## src/rtl/cls_pkg.sv

```systemverilog
package cls_pkg;

    localparam logic [2:0] OP_INIT   = 3'd0;
    localparam logic [2:0] OP_CMD    = 3'd1;
    localparam logic [2:0] OP_CHAR   = 3'd2;
    localparam logic [2:0] OP_SETCUR = 3'd3;
    localparam logic [2:0] OP_CLEAR  = 3'd4;
    localparam logic [2:0] OP_NUMBER = 3'd5;

    localparam logic [7:0] LCD_FUNC_SET = 8'h38;
    localparam logic [7:0] LCD_DISP_ON  = 8'h0C;
    localparam logic [7:0] LCD_CLEAR    = 8'h01;
    localparam logic [7:0] LCD_ENTRY    = 8'h06;
    localparam logic [7:0] LCD_ROW0     = 8'h80;
    localparam logic [7:0] LCD_ROW1     = 8'hC0;
    localparam logic [7:0] ASCII_ZERO   = 8'h30;

    localparam int TOP_DIGIT = 4;

    typedef enum logic [3:0] {
        BS_FUNC_SET,
        BS_DISP_ON,
        BS_CLEAR,
        BS_ENTRY,
        BS_VALUE,
        BS_SETCUR,
        BS_ROW1,
        BS_HOME,
        BS_DIGIT
    } byte_sel_t;

    typedef enum logic [1:0] {
        CUR_HOLD,
        CUR_ZERO,
        CUR_INC,
        CUR_SET
    } cur_op_t;

    typedef struct packed {
        logic      load;
        logic      emit;
        logic      rs;
        logic      last;
        byte_sel_t byte_sel;
        cur_op_t   cur_op;
        logic      dig_load;
        logic      dig_step;
    } dp_cmd_t;

    typedef struct packed {
        logic out_free;
        logic setcur_ok;
        logic hits_row;
        logic hits_end;
        logic digit_zero;
        logic k_zero;
    } dp_stat_t;

    // Returns d times ten to the power k, for k up to 4; any larger k is taken as 4.
    function automatic logic [16:0] cls_step(input logic [2:0] k, input logic [3:0] d);
        logic [13:0] pow;
        begin
            unique case (k)
                3'd0:    pow = 14'd1;
                3'd1:    pow = 14'd10;
                3'd2:    pow = 14'd100;
                3'd3:    pow = 14'd1000;
                default: pow = 14'd10000;
            endcase
            return 17'({13'd0, d} * {3'd0, pow});
        end
    endfunction

endpackage

```

## src/rtl/cls_ctrl.sv

```systemverilog
module cls_ctrl import cls_pkg::*; (
    input  logic     aclk,
    input  logic     aresetn,
    input  logic     s_tvalid,
    input  logic [2:0] op,
    output logic     s_tready,
    output dp_cmd_t  cmd,
    input  dp_stat_t stat
);

    typedef enum logic [3:0] {
        S_IDLE,
        S_INIT0,
        S_INIT1,
        S_INIT2,
        S_INIT3,
        S_CMD,
        S_CLEAR,
        S_SETCUR,
        S_CHAR,
        S_NUM_LOAD,
        S_DIGIT,
        S_ROW1,
        S_HOME
    } state_t;

    state_t state_reg, state_next;
    logic   more_reg, more_next;
    logic   started_reg, started_next;

    always_ff @(posedge aclk) begin
        if (!aresetn) begin
            state_reg   <= S_IDLE;
            more_reg    <= 1'b0;
            started_reg <= 1'b0;
        end else begin
            state_reg   <= state_next;
            more_reg    <= more_next;
            started_reg <= started_next;
        end
    end

    assign s_tready = (state_reg == S_IDLE);

    always_comb begin
        state_next   = state_reg;
        more_next    = more_reg;
        started_next = started_reg;
        cmd          = '0;
        cmd.byte_sel = BS_VALUE;
        cmd.cur_op   = CUR_HOLD;
        unique case (state_reg)
            S_IDLE: begin
                if (s_tvalid) begin
                    cmd.load = 1'b1;
                    unique case (op)
                        OP_INIT:   state_next = S_INIT0;
                        OP_CMD:    state_next = S_CMD;
                        OP_CHAR:   state_next = S_CHAR;
                        OP_SETCUR: state_next = S_SETCUR;
                        OP_CLEAR:  state_next = S_CLEAR;
                        OP_NUMBER: state_next = S_NUM_LOAD;
                        default:   state_next = S_IDLE;
                    endcase
                end
            end
            S_INIT0: begin
                cmd.byte_sel = BS_FUNC_SET;
                if (stat.out_free) begin
                    cmd.emit   = 1'b1;
                    state_next = S_INIT1;
                end
            end
            S_INIT1: begin
                cmd.byte_sel = BS_DISP_ON;
                if (stat.out_free) begin
                    cmd.emit   = 1'b1;
                    state_next = S_INIT2;
                end
            end
            S_INIT2: begin
                cmd.byte_sel = BS_CLEAR;
                if (stat.out_free) begin
                    cmd.emit   = 1'b1;
                    state_next = S_INIT3;
                end
            end
            S_INIT3: begin
                cmd.byte_sel = BS_ENTRY;
                cmd.last     = 1'b1;
                if (stat.out_free) begin
                    cmd.emit   = 1'b1;
                    cmd.cur_op = CUR_ZERO;
                    state_next = S_IDLE;
                end
            end
            S_CMD: begin
                cmd.byte_sel = BS_VALUE;
                cmd.last     = 1'b1;
                if (stat.out_free) begin
                    cmd.emit   = 1'b1;
                    state_next = S_IDLE;
                end
            end
            S_CLEAR: begin
                cmd.byte_sel = BS_CLEAR;
                cmd.last     = 1'b1;
                if (stat.out_free) begin
                    cmd.emit   = 1'b1;
                    cmd.cur_op = CUR_ZERO;
                    state_next = S_IDLE;
                end
            end
            S_SETCUR: begin
                cmd.byte_sel = BS_SETCUR;
                cmd.last     = 1'b1;
                if (!stat.setcur_ok) begin
                    state_next = S_IDLE;
                end else if (stat.out_free) begin
                    cmd.emit   = 1'b1;
                    cmd.cur_op = CUR_SET;
                    state_next = S_IDLE;
                end
            end
            S_CHAR: begin
                cmd.byte_sel = BS_VALUE;
                cmd.rs       = 1'b1;
                cmd.last     = !stat.hits_row && !stat.hits_end;
                if (stat.out_free) begin
                    cmd.emit  = 1'b1;
                    cmd.cur_op = CUR_INC;
                    more_next = 1'b0;
                    priority if (stat.hits_row) begin
                        state_next = S_ROW1;
                    end else if (stat.hits_end) begin
                        state_next = S_HOME;
                    end else begin
                        state_next = S_IDLE;
                    end
                end
            end
            S_NUM_LOAD: begin
                cmd.dig_load = 1'b1;
                started_next = 1'b0;
                state_next   = S_DIGIT;
            end
            S_DIGIT: begin
                cmd.byte_sel = BS_DIGIT;
                cmd.rs       = 1'b1;
                cmd.last     = stat.k_zero && !stat.hits_row && !stat.hits_end;
                if (stat.digit_zero && !started_reg && !stat.k_zero) begin
                    cmd.dig_step = 1'b1;
                end else if (stat.out_free) begin
                    cmd.emit     = 1'b1;
                    cmd.dig_step = 1'b1;
                    cmd.cur_op   = CUR_INC;
                    started_next = 1'b1;
                    more_next    = !stat.k_zero;
                    priority if (stat.hits_row) begin
                        state_next = S_ROW1;
                    end else if (stat.hits_end) begin
                        state_next = S_HOME;
                    end else if (stat.k_zero) begin
                        state_next = S_IDLE;
                    end else begin
                        state_next = S_DIGIT;
                    end
                end
            end
            S_ROW1: begin
                cmd.byte_sel = BS_ROW1;
                cmd.last     = !more_reg;
                if (stat.out_free) begin
                    cmd.emit   = 1'b1;
                    state_next = more_reg ? S_DIGIT : S_IDLE;
                end
            end
            S_HOME: begin
                cmd.byte_sel = BS_HOME;
                cmd.last     = !more_reg;
                if (stat.out_free) begin
                    cmd.emit   = 1'b1;
                    state_next = more_reg ? S_DIGIT : S_IDLE;
                end
            end
            default: begin
                state_next = S_IDLE;
            end
        endcase
    end

endmodule

```

## src/rtl/cls_dp.sv

```systemverilog
module cls_dp import cls_pkg::*; #(
    parameter int COLUMNS = 16
) (
    input  logic        aclk,
    input  logic        aresetn,
    input  logic [31:0] s_tdata,
    input  dp_cmd_t     cmd,
    output dp_stat_t    stat,
    output logic        m_tvalid,
    input  logic        m_tready,
    output logic [7:0]  m_tdata,
    output logic        m_tuser,
    output logic        m_tlast
);

    localparam int CW = $clog2(2 * COLUMNS);

    logic [15:0]   value_reg;
    logic [7:0]    row_reg;
    logic [7:0]    col_reg;
    logic [CW-1:0] cursor_reg, cursor_next;
    logic [15:0]   rem_reg;
    logic [2:0]    k_reg;
    logic          out_valid_reg;
    logic [7:0]    out_data_reg;
    logic          out_rs_reg;
    logic          out_last_reg;

    logic [CW:0]   cur_inc;
    logic [3:0]    digit;
    logic [16:0]   sub_val;
    logic [7:0]    byte_val;
    logic [CW-1:0] set_pos;

    assign cur_inc = {1'b0, cursor_reg} + (CW + 1)'(1);

    always_comb begin
        digit   = 4'd0;
        sub_val = '0;
        for (int d = 1; d <= 9; d++) begin
            if ({1'b0, rem_reg} >= cls_step(k_reg, 4'(d))) begin
                digit   = 4'(d);
                sub_val = cls_step(k_reg, 4'(d));
            end
        end
    end

    assign set_pos = (row_reg == 8'd0) ? col_reg[CW-1:0] : col_reg[CW-1:0] + CW'(COLUMNS);

    always_comb begin
        unique case (cmd.byte_sel)
            BS_FUNC_SET: byte_val = LCD_FUNC_SET;
            BS_DISP_ON:  byte_val = LCD_DISP_ON;
            BS_CLEAR:    byte_val = LCD_CLEAR;
            BS_ENTRY:    byte_val = LCD_ENTRY;
            BS_VALUE:    byte_val = value_reg[7:0];
            BS_SETCUR:   byte_val = ((row_reg == 8'd0) ? LCD_ROW0 : LCD_ROW1) + col_reg;
            BS_ROW1:     byte_val = LCD_ROW1;
            BS_HOME:     byte_val = LCD_ROW0;
            BS_DIGIT:    byte_val = ASCII_ZERO + {4'd0, digit};
            default:     byte_val = 8'd0;
        endcase
    end

    always_comb begin
        unique case (cmd.cur_op)
            CUR_HOLD: cursor_next = cursor_reg;
            CUR_ZERO: cursor_next = '0;
            CUR_INC:  cursor_next = (cur_inc == (CW + 1)'(2 * COLUMNS)) ? '0 : cur_inc[CW-1:0];
            CUR_SET:  cursor_next = set_pos;
            default:  cursor_next = cursor_reg;
        endcase
    end

    always_ff @(posedge aclk) begin
        if (!aresetn) begin
            cursor_reg    <= '0;
            out_valid_reg <= 1'b0;
        end else begin
            cursor_reg <= cursor_next;
            if (cmd.emit) begin
                out_valid_reg <= 1'b1;
            end else if (m_tready) begin
                out_valid_reg <= 1'b0;
            end
        end
    end

    always_ff @(posedge aclk) begin
        if (cmd.load) begin
            value_reg <= s_tdata[15:0];
            row_reg   <= s_tdata[23:16];
            col_reg   <= s_tdata[31:24];
        end
        if (cmd.dig_load) begin
            rem_reg <= value_reg;
            k_reg   <= 3'(TOP_DIGIT);
        end else if (cmd.dig_step) begin
            rem_reg <= 16'({1'b0, rem_reg} - sub_val);
            k_reg   <= k_reg - 3'd1;
        end
        if (cmd.emit) begin
            out_data_reg <= byte_val;
            out_rs_reg   <= cmd.rs;
            out_last_reg <= cmd.last;
        end
    end

    assign stat.out_free   = !out_valid_reg || m_tready;
    assign stat.setcur_ok  = (col_reg < 8'(COLUMNS)) && (row_reg == 8'd0 || row_reg == 8'd1);
    assign stat.hits_row   = (cur_inc == (CW + 1)'(COLUMNS));
    assign stat.hits_end   = (cur_inc == (CW + 1)'(2 * COLUMNS));
    assign stat.digit_zero = (digit == 4'd0);
    assign stat.k_zero     = (k_reg == 3'd0);

    assign m_tvalid = out_valid_reg;
    assign m_tdata  = out_data_reg;
    assign m_tuser  = out_rs_reg;
    assign m_tlast  = out_last_reg;

endmodule

```

## src/rtl/char_lcd_write_sequencer.sv

```systemverilog
// Turns requests into 8-bit LCD bus writes (command or data) and tracks the cursor over both
// rows. A request is accepted while the sequencer is idle, and each write it causes is issued
// once the output is free; number printing loads the value and then works through the
// five decimal places, skipping leading zeros, one place per cycle while the output is free.
// A new request waits until the previous one has put any last word in the output register.
module char_lcd_write_sequencer import cls_pkg::*; #(
    parameter int COLUMNS = 16
) (
    input  logic        aclk,
    input  logic        aresetn,
    input  logic        s_tvalid,
    output logic        s_tready,
    input  logic [31:0] s_tdata,  // value[15:0], row[23:16], col[31:24]
    input  logic [2:0]  s_tuser,  // op[2:0]
    output logic        m_tvalid,
    input  logic        m_tready,
    output logic [7:0]  m_tdata,  // bus_data[7:0]
    output logic        m_tuser,  // reg_select[0]
    output logic        m_tlast
);

    dp_cmd_t  dp_cmd;
    dp_stat_t dp_stat;

    cls_ctrl u_ctrl (
        .aclk     (aclk),
        .aresetn  (aresetn),
        .s_tvalid (s_tvalid),
        .op       (s_tuser),
        .s_tready (s_tready),
        .cmd      (dp_cmd),
        .stat     (dp_stat)
    );

    cls_dp #(
        .COLUMNS (COLUMNS)
    ) u_dp (
        .aclk     (aclk),
        .aresetn  (aresetn),
        .s_tdata  (s_tdata),
        .cmd      (dp_cmd),
        .stat     (dp_stat),
        .m_tvalid (m_tvalid),
        .m_tready (m_tready),
        .m_tdata  (m_tdata),
        .m_tuser  (m_tuser),
        .m_tlast  (m_tlast)
    );

    a_emit_free: assert property (@(posedge aclk) disable iff (!aresetn)
        dp_cmd.emit |-> dp_stat.out_free)
        else $error("write issued while the output word is still held");

    a_step_busy: assert property (@(posedge aclk) disable iff (!aresetn)
        (dp_cmd.dig_step || dp_cmd.dig_load) |-> !s_tready)
        else $error("digit unit active while requests are accepted");

    a_emit_shows: assert property (@(posedge aclk) disable iff (!aresetn)
        dp_cmd.emit |=> m_tvalid)
        else $error("issued write does not appear on the output");

endmodule

```

## config.mk

```make
export PLATFORM = sky130hd
export DESIGN_NAME = char_lcd_write_sequencer
export DESIGN_NICKNAME = d
export VERILOG_FILES = /design/src/rtl/cls_pkg.sv /design/src/rtl/cls_ctrl.sv /design/src/rtl/cls_dp.sv /design/src/rtl/char_lcd_write_sequencer.sv
export SDC_FILE = /design/constraint.sdc
export NUM_CORES = 1
export LEC_CHECK = 0
export ABC_CLOCK_PERIOD_IN_PS = 17940
export BUFFER_PORTS_ARGS = -buffer_cell sky130_fd_sc_hd__buf_2
export CAP_MARGIN = 20
export CORE_ASPECT_RATIO = 1.5
export CORE_MARGIN = 2
export CORE_UTILIZATION = 45
export DETAILED_ROUTE_END_ITERATION = 16
export GPL_TIMING_DRIVEN = 0
export PLACE_DENSITY = 0.67
export SYNTH_ARGS = -nofsm -noshare
export SYNTH_HDL_FRONTEND = slang
export SYNTH_SLANG_ARGS = --single-unit
```

## constraint.sdc

```tcl
create_clock -name aclk -period 17.94 [get_ports aclk]
set_input_delay 1.794 -clock aclk [delete_from_list [all_inputs] [get_ports aclk]]
set_output_delay 1.794 -clock aclk [all_outputs]
set_load 0.02 [all_outputs]
```

Yosys cells after proc, flatten, opt, wreduce, memory -nomap -nowiden
Index checks and enable logic that the tools add are counted.
- add/sub/neg operators: 6
- multipliers: 10
- magnitude comparators: 10
- eq/ne operators: 42
- muxes and demuxes: 76
- reduce and logical (&&, ||, !) cells: 35
- operators by type and width (kind ; number):
    16-bit 2-to-1 mux ; 9
    16-bit by 17-bit >= comparator with 1-bit output ; 5
    14-bit 2-to-1 mux ; 6
    4-bit 2-to-1 mux ; 18
    8-bit one-hot mux with 9 select lines ; 1
    14-bit one-hot mux with 4 select lines ; 1
    2-bit by 14-bit multiplier with 16-bit output (first input constant) ; 3
    4-bit one-hot mux with 10 select lines ; 1
    3-bit by 14-bit multiplier with 17-bit output (first input constant) ; 2
    4-bit by 3-bit == test with 1-bit output (second input constant) ; 8
    16-bit >= comparator ; 2
    3-bit by 14-bit multiplier with 16-bit output (first input constant) ; 2
    4-bit one-hot mux with 8 select lines ; 1
    4-bit == test (second input constant) ; 6
    4-bit one-hot mux with 6 select lines ; 1
    1-bit 2-to-1 mux ; 18
    4-bit by 14-bit multiplier with 17-bit output (first input constant) ; 1
    4-bit by 2-bit == test with 1-bit output (second input constant) ; 4
    16-bit by 14-bit >= comparator with 1-bit output ; 1
    16-bit by 15-bit >= comparator with 1-bit output ; 1
    4-bit by 14-bit multiplier with 16-bit output (first input constant) ; 1
    16-bit subtractor ; 1
    2-bit by 14-bit multiplier with 15-bit output (first input constant) ; 1
    15-bit 2-to-1 mux ; 1
    41 further kinds ; 84
- flip-flop bits (word level): 73
- bits of input ports: 39
- output and inout port bits: 12

Logic depth before layout (Yosys ltp)
- depth in word-level cells: 19
- gate-level depth with buffers: 35

Hierarchy
A second synthesis with hierarchy kept.
- cell total of the unflattened synthesis: 1012
- area total of the unflattened synthesis: 8515.7 um^2
- modules (own cells, without submodules) (module ; times used ; cells an instance ; area each (um^2)):
    cls_dp ; 1 ; 900 ; 7736.2
    cls_ctrl ; 1 ; 112 ; 779.5

Worst setup path before layout
No wires, ideal clock.
- path kind: register to register
- start: register u_dp.k_reg[0]
- end: register u_dp.rem_reg[14], data pin
- setup time: 0.260 ns
- arrival: 6.816 ns
- data required time: 17.680 ns
- setup slack: 10.864 ns
- cell stages (with the launch flop): 34
- path buffers: 0
- path through: dfxtp_1 > ha_1 > nor2_1 > or2_2 > inv_1 > ha_1 > ha_1 > inv_1 > fa_1 > inv_1 > a21oi_1 > o2bb2ai_1 > a21oi_1 > or2_2 > ha_1 > a211o_1 > a21o_1 > a211oi_2 > o311ai_2 > nor2_2 > nand2_1 > a211o_1 > o211ai_1 > a41oi_1 > fa_1 > a21o_1 > a21oi_1 > o21bai_1 > a21oi_1 > o21ai_0 > a211oi_1 > o41ai_1 > xor2_1 > mux2_2
- word-level cells in the longest chain between the ends: 15
- elaborated cells on any way between the ends: 41
- classes of those cells: add/sub (1); mul (10); order compare (9); eq/ne (3); mux (17); reduce/logical (1)
- ends and longest elaborated chain (what ; line ; source):
    start: declaration ; cls_dp.sv:23 ; logic [2:0] k_reg;
    start signal: assignment ; cls_dp.sv:97 ; k_reg <= 3'(TOP_DIGIT);
    start signal: assignment ; cls_dp.sv:100 ; k_reg <= k_reg - 3'd1;
    3-bit by 2-bit == test with 1-bit output, or another cell as far along ; cls_pkg.sv:63 ; unique case (k)
    14-bit one-hot mux with 4 select lines * ; cls_pkg.sv:63 ;
    parallel branches: the longest is 9 deep, another holds 2-bit by 14-bit multiplier with 16-bit output ; - ;
    16-bit 2-to-1 mux * ; cls_dp.sv:41 ; if ({1'b0, rem_reg} >= cls_step(k_reg, 4'(d))) begin
    16-bit subtractor * ; cls_dp.sv:99 ; rem_reg <= 16'({1'b0, rem_reg} - sub_val);
    16-bit 2-to-1 mux * ; cls_dp.sv:98 ; end else if (cmd.dig_step) begin
    16-bit 2-to-1 mux * ; cls_dp.sv:95 ; if (cmd.dig_load) begin
    end signal: assignment ; cls_dp.sv:96 ; rem_reg <= value_reg;
    end signal: assignment ; cls_dp.sv:99 ;
    end: declaration ; cls_dp.sv:22 ; logic [15:0] rem_reg;
Every way passes the cells marked *. The select of a mux whose other input is x is not followed.
A chain may end at the register's enable or synchronous reset.

Worst setup path in the final report
- start: register u_dp.k_reg[2]
- end: register u_dp.rem_reg[14], data pin
The elaborated chain is that of the path after synthesis.

==> results.md <==
* Static leakage at 0.00399 µW
* CP arrival at between 9000 and 10000 ps
* Clk_skew at just over 5 ps
* Slew headroom at about a quarter
* Worst stage delay on the critical path at about 570 ps
* Area grow syn2layout at 10.7%
* Synth warn at 0
* Hold Path Cell Cnt at 2
* Port buffer count at 50
* Combinational power share at 71.7%
* Worst Reg-to-Reg Cells at 32
* Gr ovfl total at 0
* Crit end category: register
* EDFF count, synth at 58
* Hold crit path type: register to register
* Maximum clock path buffer count at 2
* DR WL/cell at 21.7 µm
* Final setup violation count at 0
* Hold buffer count at CTS at 0
* Status: complete, no violations
* Post-Route WL at 29000 µm
* Clock insertion delay at the later pin of the skew report at 340 ps
* #FFs+latches synth at 73
* Netlist cell types at 85
* Fin area at between 0.009 and 0.01 mm²
* 1st-pass router iterations at 5
* Mapped Avg Cell Area at around 8.5 µm²
* Crit start category: register
* Vias per cell at around 6.3
* Die Height at roughly 170 µm
* Total Routing Usage GR at between 20% and 30%
* TritonCTS clock tree: yes
* Max-Cap Viols at 0
* Pint at between 800 and 900 µW
* Register area share after synthesis at around a quarter
* Worst reg-to-reg setup slack at between 8000 and 9000 ps
* Routability Congestion at 1.07
* Max-slew violations at 0
* Nets@finish at approximately 1300
* Clk slew on worst S/H paths at ~60 ps
* Worst Hold End: u_ctrl.started_reg
* Post-DP HPWL at ~23000 µm
* FP Rows at 61
* Min-delay src: u_ctrl.started_reg
* Core Footprint at between 0.015 and 0.02 mm²
* CTS H-tree lvls at 3
* Part of the power in the clock network at 9.3%
* Type of the worst setup path: register to register
* Slowest CP cell: nand2b_1
* RR Endpoint: u_dp.rem_reg[14]
* Post-CTS resize count at 0
* Fmax at ~110 MHz
* Initial antenna violation count at 0
* Routed via count at 8476
* Post-route ant nets at 0
* Maximum vdd drop at approximately 0.14 mV
* Largest net degree at the start of global routing at 23
* Seq pwr share at a little under a fifth
* Async set-reset flop share out of synthesis at 0%
* PwrDens at approximately 190 mW/mm²
* Diodes inserted at 0
* Unrepaired setup endpoints after global routing: no
* Fin. Hold Viols at 0
* Share of cells above drive strength 1 at roughly a tenth
* Final worst path period need at ~9100 ps
* Final worst-path cycle share at 51.0%
* Worst EP required at approximately 18000 ps
* First DRT Iteration DRCs at around 680
* Mapped Area at 0.00858 mm²
* Starting Density at 46.1%
* RR Startpoint: u_dp.k_reg[2]
* Die area at between 0.02 and 0.025 mm²
* Vias in the first global route at approximately 8400
* Clk sinks at 73
* Inserted Clock Buffers at 9
* DIE WIDTH at around 120 µm
* Drt drc at 0
* Post-DP Area at 0.00921 mm²
* Worst-margin pin slew at between 1000 and 1500 ps
* Switching share of power at between 50 and 60%
* Psw at roughly 910 µW
* Setup TNS at 0 ps
* # IOs at around 50
* Post-CTS Setup Bufs at 0
* Root Driver: clkbuf_16
* Most used DFF post-synth: edfxtp_1
* CP most frequent cell: a21oi_1
* First-pass GRT wire length at about 45000 µm
* Worst-path maximum fanout at 10
* Synth Instances at 1015
[per-stage QoR]
| step | worst slack, ps | hold WS [ps] | utilization, % | cells | total power, µW |
|---|---|---|---|---|---|
| after detailed placement | 8840 | 479 | 49.5 | 1323 | 1590 |
| final | 8800 | 489 | 51.0 | 1340 | 1800 |
| after global placement | 8840 | 467 | 49.2 | 1320 | 1560 |
| after floorplan | 10860 | 435 | - | 1018 | 1260 |
| after CTS | 8780 | 489 | 51.0 | 1339 | 1770 |
| after global routing | 8380 | 516 | 51.0 | 1340 | 1930 |
[cell usage after synthesis (6+ instances only)]
| master | count | share of area [%] |
|---|---|---|
| ha_1 | 142 | 21 |
| nor2_1 | 95 | 4.2 |
| a21oi_1 | 92 | 5.4 |
| nand2_1 | 74 | 3.2 |
| o21ai_0 | 69 | 4.0 |
| edfxtp_1 | 58 | 20 |
| inv_1 | 52 | 2.3 |
| nand3_1 | 32 | 1.9 |
| xnor2_1 | 24 | 2.4 |
| a21o_1 | 21 | 1.8 |
| a31oi_1 | 20 | 1.5 |
| clkbuf_1 | 20 | 0.87 |
| nand2b_1 | 18 | 1.3 |
| o211ai_1 | 17 | 1.5 |
| nand4_1 | 16 | 1.2 |
| nor2b_1 | 16 | 1.2 |
| dfxtp_1 | 15 | 3.5 |
| a211oi_1 | 14 | 1.2 |
| nor3_1 | 14 | 0.82 |
| xor2_1 | 13 | 1.3 |
| o21a_1 | 11 | 0.96 |
| buf_2 | 9 | 0.52 |
| or2_2 | 9 | 0.66 |
| a221oi_1 | 8 | 0.82 |
| nor4_1 | 8 | 0.58 |
| and2_1 | 7 | 0.51 |
| buf_1 | 7 | 0.31 |
| fa_1 | 7 | 1.6 |
| mux2i_1 | 7 | 0.82 |
| o31ai_1 | 7 | 0.61 |
| and3_1 | 6 | 0.44 |
[how the worst max path moves through the flow]
| stage | start | to | slack [ps] | cells past startpoint |
|---|---|---|---|---|
| after detailed placement | u_dp.k_reg[0] | u_dp.rem_reg[14] | 8840 | 33 |
| after global routing | u_dp.k_reg[0] | u_dp.rem_reg[14] | 8380 | 34 |
| after CTS | u_dp.k_reg[0] | u_dp.rem_reg[14] | 8780 | 33 |
| after floorplan | u_dp.k_reg[0] | u_dp.rem_reg[14] | 10860 | 33 |
| after global placement | u_dp.k_reg[0] | u_dp.rem_reg[14] | 8840 | 34 |
| final | u_dp.k_reg[2] | u_dp.rem_reg[14] | 8800 | 32 |
[metal layers]
layer,share of wire (%),up-vias,track usage [%]
li1,-,3968,-
met3,5.8,173,4.03
met4,10,0,25.4
met1,34,3883,29.3
met5,0,-,0
met2,50,452,50.1
[cells by family after synthesis]
family | count (synthesis) | share of synthesized area (%)
XOR/XNOR | 37 | 3.78
buffers and inverters | 90 | 4.07
multiplexers | 10 | 1.21
other | 2 | 0.0875
AND/OR/NAND/NOR | 318 | 18.4
adder cells (fa/ha/maj) | 149 | 22.3
flip-flops | 73 | 23.8
AO/OA/AOI/OAI | 336 | 26.4
[power groups by stage]
| stage | logic [µW] | clock network, µW | registers (µW) |
|---|---|---|---|
| after CTS | 1260 | 170 | 339 |
| after floorplan | 920 | 0 | 339 |
| final | 1290 | 167 | 341 |
| after global routing | 1410 | 174 | 346 |
| after detailed placement | 1250 | 0 | 342 |
| after global placement | 1220 | 0 | 344 |
[critical path, delay by kind of cell, from the launching register on]
kind,cells,cell delay (ps)
flops,1,480
mux,1,270
buf+inv,4,950
simple gates,4,1440
fa+ha+maj,5,1860
compound gates,17,3730
xor+xnor,1,150
[area by class of cell]
type | instances | area [µm²]
Timing Repair Buffer | 54 | 308
Clock inverter | 7 | 53.8
Sequential cell | 73 | 2040
Clock buffer | 9 | 225
Fill cell | 1868 | 9120
Inverter | 54 | 203
Multi-Input combinational cell | 855 | 6210
Buffer | 36 | 146
Tap cell | 252 | 315
[cell usage in the layout (no fill, tap or decap), types with 8 or more instances in the layout]
master / synthesis / routed
dfxtp_1: 15 / 15
a211oi_1: 14 / 14
inv_1: 52 / 52
nor4_1: 8 / 8
buf_2: 9 / 59
ha_1: 142 / 142
or2_2: 9 / 9
nand4_1: 16 / 16
o21a_1: 11 / 11
xor2_1: 13 / 13
o21ai_0: 69 / 69
clkbuf_16: 0 / 9
nor2b_1: 16 / 16
clkbuf_1: 20 / 20
xnor2_1: 24 / 24
nor2_1: 95 / 95
nand2b_1: 18 / 18
a21o_1: 21 / 21
a221oi_1: 8 / 8
nand2_1: 74 / 74
nor3_1: 14 / 13
a21oi_1: 92 / 92
a31oi_1: 20 / 20
o211ai_1: 17 / 17
nand3_1: 32 / 32
edfxtp_1: 58 / 58
Power figures use the tool's default switching activity.
